File: src/rtl/ioq_pkg.sv
// Shared types, command codes and the entry ordering rule for the order queue.
package ioq_pkg;

    localparam int IdW  = 10;
    localparam int PriW = 16;

    typedef struct packed {
        logic [IdW-1:0]  id;
        logic [PriW-1:0] pri;
        logic            tk;
        logic            dl;
    } t_entry;

    typedef struct packed {
        logic   valid;
        t_entry ent;
    } t_slot;

    localparam logic [2:0] CMD_HOLD  = 3'd0;
    localparam logic [2:0] CMD_INS   = 3'd1;
    localparam logic [2:0] CMD_POP   = 3'd2;
    localparam logic [2:0] CMD_REM   = 3'd3;
    localparam logic [2:0] CMD_SETDL = 3'd4;

    localparam logic [1:0] MODE_INS = 2'd0;
    localparam logic [1:0] MODE_POP = 2'd1;
    localparam logic [1:0] MODE_DLV = 2'd2;
    localparam logic [1:0] MODE_TKW = 2'd3;

    localparam logic [1:0] ST_OK       = 2'd0;
    localparam logic [1:0] ST_FULL     = 2'd1;
    localparam logic [1:0] ST_EMPTY    = 2'd2;
    localparam logic [1:0] ST_NOTFOUND = 2'd3;

    // True when entry a is served before entry b.
    function automatic logic goes_before(input t_entry a, input t_entry b);
        logic r;
        if (a.pri != b.pri) begin
            r = a.pri < b.pri;
        end else if (a.tk != b.tk) begin
            r = a.tk;
        end else begin
            r = a.id < b.id;
        end
        return r;
    endfunction

endpackage

File: src/rtl/ioq_cell.sv
// One slot of the sorted row; it keeps, takes a neighbor's entry or the new one.
module ioq_cell (
    input  logic                  i_clk,
    input  logic                  i_rst_n,
    input  logic [2:0]            i_cmd,
    input  ioq_pkg::t_entry       i_new,
    input  logic [ioq_pkg::IdW-1:0] i_key,
    input  ioq_pkg::t_slot        i_prev,
    input  logic                  i_prev_b4,
    input  ioq_pkg::t_slot        i_next,
    output ioq_pkg::t_slot        o_slot,
    output logic                  o_b4,
    output logic                  o_match
);
    import ioq_pkg::*;

    t_slot r_slot;
    t_slot n_slot;

    assign o_slot  = r_slot;
    assign o_b4    = !r_slot.valid || goes_before(i_new, r_slot.ent);
    assign o_match = r_slot.valid && (r_slot.ent.id == i_key);

    always_comb begin
        n_slot = r_slot;
        unique case (i_cmd)
            CMD_INS: begin
                if (i_prev_b4) begin
                    n_slot = i_prev;
                end else if (o_b4) begin
                    n_slot.valid = 1'b1;
                    n_slot.ent   = i_new;
                end
            end
            CMD_POP: n_slot = i_next;
            CMD_REM: begin
                if (o_match || (r_slot.valid && goes_before(i_new, r_slot.ent))) begin
                    n_slot = i_next;
                end
            end
            CMD_SETDL: begin
                if (o_match) begin
                    n_slot.ent.dl = 1'b1;
                end
            end
            default: n_slot = r_slot;
        endcase
    end

    always_ff @(posedge i_clk) begin
        if (!i_rst_n) begin
            r_slot.valid <= 1'b0;
            r_slot.ent   <= n_slot.ent;
        end else begin
            r_slot <= n_slot;
        end
    end

endmodule

File: config.mk
export PLATFORM = sky130hd
export DESIGN_NAME = ioq_cell
export DESIGN_NICKNAME = d
export VERILOG_FILES = /design/src/rtl/ioq_pkg.sv /design/src/rtl/ioq_cell.sv
export SDC_FILE = /design/constraint.sdc
export NUM_CORES = 1
export LEC_CHECK = 0
export ABC_AREA = 1
export BUFFER_PORTS_ARGS = -buffer_cell sky130_fd_sc_hd__buf_2
export CAP_MARGIN = 10
export CORE_ASPECT_RATIO = 1.1
export CORE_MARGIN = 2
export CORE_UTILIZATION = 49
export DETAILED_ROUTE_END_ITERATION = 12
export PLACE_DENSITY_LB_ADDON = 0.12
export SLEW_MARGIN = 40
export SYNTH_ARGS = -nofsm -noshare
export SYNTH_HDL_FRONTEND = slang
export SYNTH_SLANG_ARGS = --single-unit
File: constraint.sdc
create_clock -name i_clk -period 6.4 [get_ports i_clk]
set_input_delay 0.64 -clock i_clk [delete_from_list [all_inputs] [get_ports i_clk]]
set_output_delay 0.64 -clock i_clk [all_outputs]
set_load 0.005 [all_outputs]
==> results of run 1 <==
[routing by layer]
| layer | global-route usage [%] | wire length [um] | vias to the layer above |
|---|---|---|---|
| met5 | 0 | 0 | - |
| met4 | 8.68 | 123 | 0 |
| met3 | 6.29 | 502 | 11 |
| met2 | 42.5 | 3300 | 96 |
| met1 | 27.8 | 2720 | 1207 |
| li1 | - | - | 1379 |
[worst paths after layout]
| kind | depth (start not counted) | start | endpoint |
|---|---|---|---|
| worst max-delay path | 10 | i_new[17] | o_b4 |
| worst min-delay path | 3 | i_rst_n | o_slot[28]$_SDFFE_PN0P_ |
| worst max register to register | 13 | o_slot[17]$_DFFE_PP_ | o_slot[16]$_DFFE_PP_ |
| worst min register to register | 2 | o_slot[28]$_SDFFE_PN0P_ | o_slot[28]$_SDFFE_PN0P_ |
[per-stage QoR]
stage | utilization (%) | cells | total power (uW)
finish | 65.8 | 527 | 542
detailed placement | 64.2 | 520 | 404
floorplan | - | 339 | 333
CTS | 65.8 | 527 | 546
global placement | 64.2 | 520 | 399
global route | 65.8 | 527 | 578
[final cells by class]
| class | instances | share of cell area [%] |
|---|---|---|
| multi-input cells | 256 | 43.1 |
| flip-flops and latches | 29 | 26.5 |
| repair buffers | 134 | 20.8 |
| inverters | 43 | 4.98 |
| clock buffers | 6 | 2.24 |
| well taps | 58 | 2.24 |
| clock inverters | 1 | 0.116 |
[synthesized netlist by cell type (4+ instances only)]
cell / number
a21oi_1: 64
buf_2: 5
clkbuf_1: 6
edfxtp_1: 28
ha_1: 25
inv_1: 42
nand2_1: 75
nand3_1: 9
nor2_1: 47
o21ai_0: 6
or2_2: 4
[logic make-up (layout without fill, tap and decap cells)]
logic type / count (synthesis) / in the layout / share of synthesized area (%)
simple gates: 152 / 152 / 26.5
xor+xnor: 4 / 4 / 1.42
compound gates: 75 / 75 / 16.0
buf+inv: 54 / 184 / 8.48
fa+ha+maj: 25 / 25 / 12.7
flops: 29 / 29 / 34.9
[tightest hold or removal path: cells and delay by family]
family	cells	cell delay [ps]
buffers and inverters	1	100
AND/OR/NAND/NOR	2	80
[power groups by stage]
stage	Combinational, uW	Sequential, uW	Clock (uW)
finish	163	237	142
floorplan	91.3	242	0
global placement	159	241	0
global route	187	239	153
detailed placement	163	241	0
CTS	164	237	144
[layout by cell type (no fill, tap or decap)]
cell type  count
clkbuf_1       1
nor3_1         3
nand3_2        2
clkbuf_8       5
or2_1          1
nand4_1        3
xnor2_1        1
nor2_4         1
ha_1          25
a21boi_2       1
clkinv_1       1
nand3b_1       1
o22ai_1        1
edfxtp_1      28
a21o_2         1
o311ai_0       1
dfxtp_1        1
or2_2          4
nand2_2        3
nor3_2         2
nor2_2         2
inv_1         41
o21ai_0        6
o2111ai_1      1
buf_4          2
inv_2          2
nand3_1        9
nor2_1        46
a21oi_1       64
buf_2        132
nand2_1       75
xor2_1         3
==> flow_summary.toml, run 1 <==
[run_status]
outcome = "finished, final reports clean"

[sta]
tightest_slew_ps = 557
period_needed_ps = 2570
fin_tns_setup_ps = 0
timing.final.ws_setup_ps = 3830
max_freq_mhz = 390
fin_skew_ps = 4.00
min_period_over_period_pct = 40.1
timing.final.max_slew_violations = 0
holdWs_ps = 582
rsz0062_at_grt = "false"
setup_viol = 0
max_slew_margin_pct = 62.9
hold_viol_final = 0

[synth]
syn_inst = 339
yosys.area.top_type_share_pct = 34.1
synth_top_area_cell = "edfxtp_1"
yosys_warnings = 0
syn-num-nets = 466
netlist-cell-type-count = 29
ys_seq_elements = 29
synth.area.top_cells = "edfxtp_1, a21oi_1, ha_1"
synth_ff_type = "edfxtp_1"
synth_seq_area_share_pct = 34.9
synth-edff-count = 28
avgSynthCellArea_sq_um = 7.27
netlist_area_sq_um = 2460
synth-async-reset-ratio_pct = 0

[floorplan]
die_area_sq_um = 5610
rows = 27
die_w_um = 71.6
initial_utilization_pct = 49.9
core_sq_um = 4930
io_pins = 133
die_y_um = 78.4

[clock_network]
numCtsBuffers = 5
ctsHoldBuffers = 0
cts.sinks = 29
htree_levels = 2
cts_setup_buffers = 0
tritoncts = "yes"
clock_latency_ps = 280
cts_root_buf = "clkbuf_8"
path_clk_slew_ps = 60
clockBufferDepth = 2
cts_resized = 0

[pwr]
p_sw_uw = 167
p_comb_share_pct = 30.1
seq_power_share_pct = 43.7
power.leakage_uw = 0.00171
cellPowerDensity_nw_per_um2 = 167
p_int_uw = 375
irDropWorstVdd_uv = 130
clock_power_share_pct = 26.2
p_sw_share_pct = 30.9

[critical_path]
cp_max_fo = 2
crit_path_start_kind = "input pin"
critical-path-top-delay-family = "simple AND/OR/NAND/NOR gates"
cp.required_ps = 5760
critPathSlowestCell = "ha_1"
endpoint_kind = "output port"
crit_path_cell_trace = "buf_2, ha_1, nand2_1, nor2_1, nand2_1, nor3_2, nand3_1, nand2_1, nand2_1, buf_2"
cp.arrival_ps = 1930
cp_common_cell = "nand2_1"
critical_path.max_stage_delay_ps = 290
cp.buffers_inverters = 2
reg2reg_setup_slack_ps = 4090
timing_worst_setup_path_type = "in2out"

[finish]
fin_area_sq_um = 3240
nFillCells = 464
drive_above_1_share_pct = 33.5
largest_register_ffs = 29
final-seq-area_sq_um = 861
num-nets-final = 596
multi_input_area_sq_um = 1400
syn_to_final_growth_pct = 31.6
antenna_cells = 0

[grt]
grt_pass1_vias = 2513
grt_start_max_net_pins = 33
globalRouteOverflowTotal = 0
antenna_found_initial = 0
grt_pass1_wl_um = 10700
grt_use_total_pct = 24.1

[route]
ant_nets = 0
first_iter_violations = 100
viasPerCell = 5.11
avgRoutedWirePerCell_um = 12.6
drt_first_pass_iters = 4
wirelength_um = 6640
via_count = 2693
drcViolationCount = 0

[place]
port_buffers = 132
gp_congestion = 0.859
place_ws_ps = 3440
dpl.hpwl_um = 5110
place_area_sq_um = 3170

[job]
cap_viol_max_count = 0

[worst_hold_path]
min_path_type = "in2reg"
No activity file was read; power rests on OpenSTA's default activity.
==> run 2, diff against run 1 <==
--- a/config.mk
+++ b/config.mk
@@ -10,7 +10,7 @@
 export CAP_MARGIN = 10
 export CORE_ASPECT_RATIO = 1.1
 export CORE_MARGIN = 2
-export CORE_UTILIZATION = 49
+export CORE_UTILIZATION = 46
 export DETAILED_ROUTE_END_ITERATION = 12
 export PLACE_DENSITY_LB_ADDON = 0.12
 export SLEW_MARGIN = 40
==> constraint.sdc (replaced) <==
create_clock -name i_clk -period 2.5 [get_ports i_clk]
set_input_delay 0.25 -clock i_clk [delete_from_list [all_inputs] [get_ports i_clk]]
set_output_delay 0.25 -clock i_clk [all_outputs]
set_load 0.005 [all_outputs]
==> flow_summary.toml, run 2 (synthesis results as in run 1) <==
[critical_path]
cp.required_ps = 2480
timing_worst_setup_path_type = "reg2reg"
reg2reg_depth = 13
cp.arrival_ps = 2190
crit_path_cell_trace = "inv_1, ha_1, nand2_1, nor2_1, nand2_1, nor3_2, inv_1, nand2_2, nand3_2, nand2_2, inv_1, nor2_4, buf_12"
reg2reg_setup_slack_ps = 290
cp_common_cell = "inv_1"
critPathSlowestCell = "edfxtp_1"
critical_path.max_stage_delay_ps = 350
crit_path_start_kind = "flop"
endpoint_kind = "flop"
r2r_end = "o_slot[17]$_DFFE_PP_"
r2r_start = "o_slot[17]$_DFFE_PP_"
cp_max_fo = 25

[route]
ant_nets = 0
avgRoutedWirePerCell_um = 12.4
viasPerCell = 4.99
wirelength_um = 6770
drcViolationCount = 0
via_count = 2725
first_iter_violations = 148
drt_first_pass_iters = 4

[place]
gp_congestion = 0.908
dpl.hpwl_um = 5260
place_area_sq_um = 3230
port_buffers = 132

[worst_hold_path]
min_path_type = "in2reg"
min_to = "o_slot[28]$_SDFFE_PN0P_"
whs_path_depth = 3
hp-start = "i_rst_n"

[grt]
antenna_found_initial = 0
grt_start_max_net_pins = 30
grt_pass1_wl_um = 10800
globalRouteOverflowTotal = 0
grt_pass1_vias = 2400
grt_use_total_pct = 23.4

[pwr]
cellPowerDensity_nw_per_um2 = 424
irDropWorstVdd_uv = 321
power.leakage_uw = 0.00173

[floorplan]
core_sq_um = 5100
die_y_um = 80.8
io_pins = 133
initial_utilization_pct = 48.3
die_area_sq_um = 5960
rows = 27
die_w_um = 73.8

[sta]
setup_viol = 0
rsz0062_at_grt = "false"
fin_tns_setup_ps = 0
min_period_over_period_pct = 88.2
hold_viol_final = 0
period_needed_ps = 2210
timing.final.max_slew_violations = 0
max_slew_margin_pct = 77.6
fin_skew_ps = 1.75
max_freq_mhz = 453
tightest_slew_ps = 336

[clock_network]
cts_setup_buffers = 0
cts_root_buf = "clkbuf_8"
clockBufferDepth = 2
clock_latency_ps = 280
path_clk_slew_ps = 60
cts_resized = 0
tritoncts = "yes"
numCtsBuffers = 5
cts.sinks = 29
htree_levels = 2
ctsHoldBuffers = 0

[finish]
largest_register_ffs = 29
final-seq-area_sq_um = 861
num-nets-final = 600
drive_above_1_share_pct = 33.8
final_common_cell = "buf_2"
syn_to_final_growth_pct = 34.4
fin_area_sq_um = 3310
antenna_cells = 0
nFillCells = 495
finalCoreUtilization_pct = 64.9
multi_input_area_sq_um = 1400
most-common-layout-cells = "buf_2, nand2_1, a21oi_1, nor2_1, inv_1"

[job]
cap_viol_max_count = 0

[run_status]
outcome = "finished, final reports clean"
[run 2: cell type report]
| cell class | count | share of cell area (%) |
|---|---|---|
| clock buffers | 8 | 2.42 |
| repair buffers | 138 | 21.7 |
| inverters | 43 | 4.87 |
| flip-flops and latches | 29 | 26.0 |
| well taps | 72 | 2.72 |
| multi-input cells | 256 | 42.3 |
[run 2: worst max-delay path by stage]
| stage | startpoint | to | slack, ps | depth (start not counted) |
|---|---|---|---|---|
| 3_5_place_dp | o_slot[17]$_DFFE_PP_ | o_slot[15]$_DFFE_PP_ | 270 | 13 |
| 5_1_grt | o_slot[17]$_DFFE_PP_ | o_slot[4]$_DFFE_PP_ | 70 | 13 |
| 4_1_cts | o_slot[17]$_DFFE_PP_ | o_slot[11]$_DFFE_PP_ | 260 | 13 |
| 6_report | o_slot[17]$_DFFE_PP_ | o_slot[17]$_DFFE_PP_ | 290 | 13 |
| 2_1_floorplan | o_slot[9]$_DFFE_PP_ | o_slot[10]$_DFFE_PP_ | 280 | 12 |
| 3_3_place_gp | i_new[17] | o_slot[17]$_DFFE_PP_ | 340 | 13 |
[run 2: worst max-delay path, delay by kind of cell (launching register included)]
kind,cells,cell delay (ps)
adders and majority gates,1,280
buffers and inverters,4,400
and+or+nand+nor,8,880
DFF,1,350
[run 2: power breakdown]
group / internal (uW) / switching (uW)
clock: 197 / 174
combinational: 195 / 233
sequential: 585 / 20.9
total: 977 / 428
[run 2: per-stage QoR]
| step | setup slack [ps] | power, uW | hold slack (ps) | cells |
|---|---|---|---|---|
| after floorplan | 279 | 854 | 371 | 339 |
| after global placement | 337 | 1030 | 479 | 538 |
| after detailed placement | 273 | 1040 | 475 | 538 |
| after CTS | 258 | 1420 | 179 | 546 |
| after global routing | 70.9 | 1510 | 200 | 546 |
| final | 295 | 1400 | 193 | 546 |
[run 2: per-layer routing]
layer  vias up  part of all wire [%]  global-route usage, %
met5         -                     0                      0
met3         5                   8.1                   5.96
met4         0                  0.84                   5.27
li1       1393                     -                      -
met1      1215                    40                   27.8
met2       112                    51                   42.2
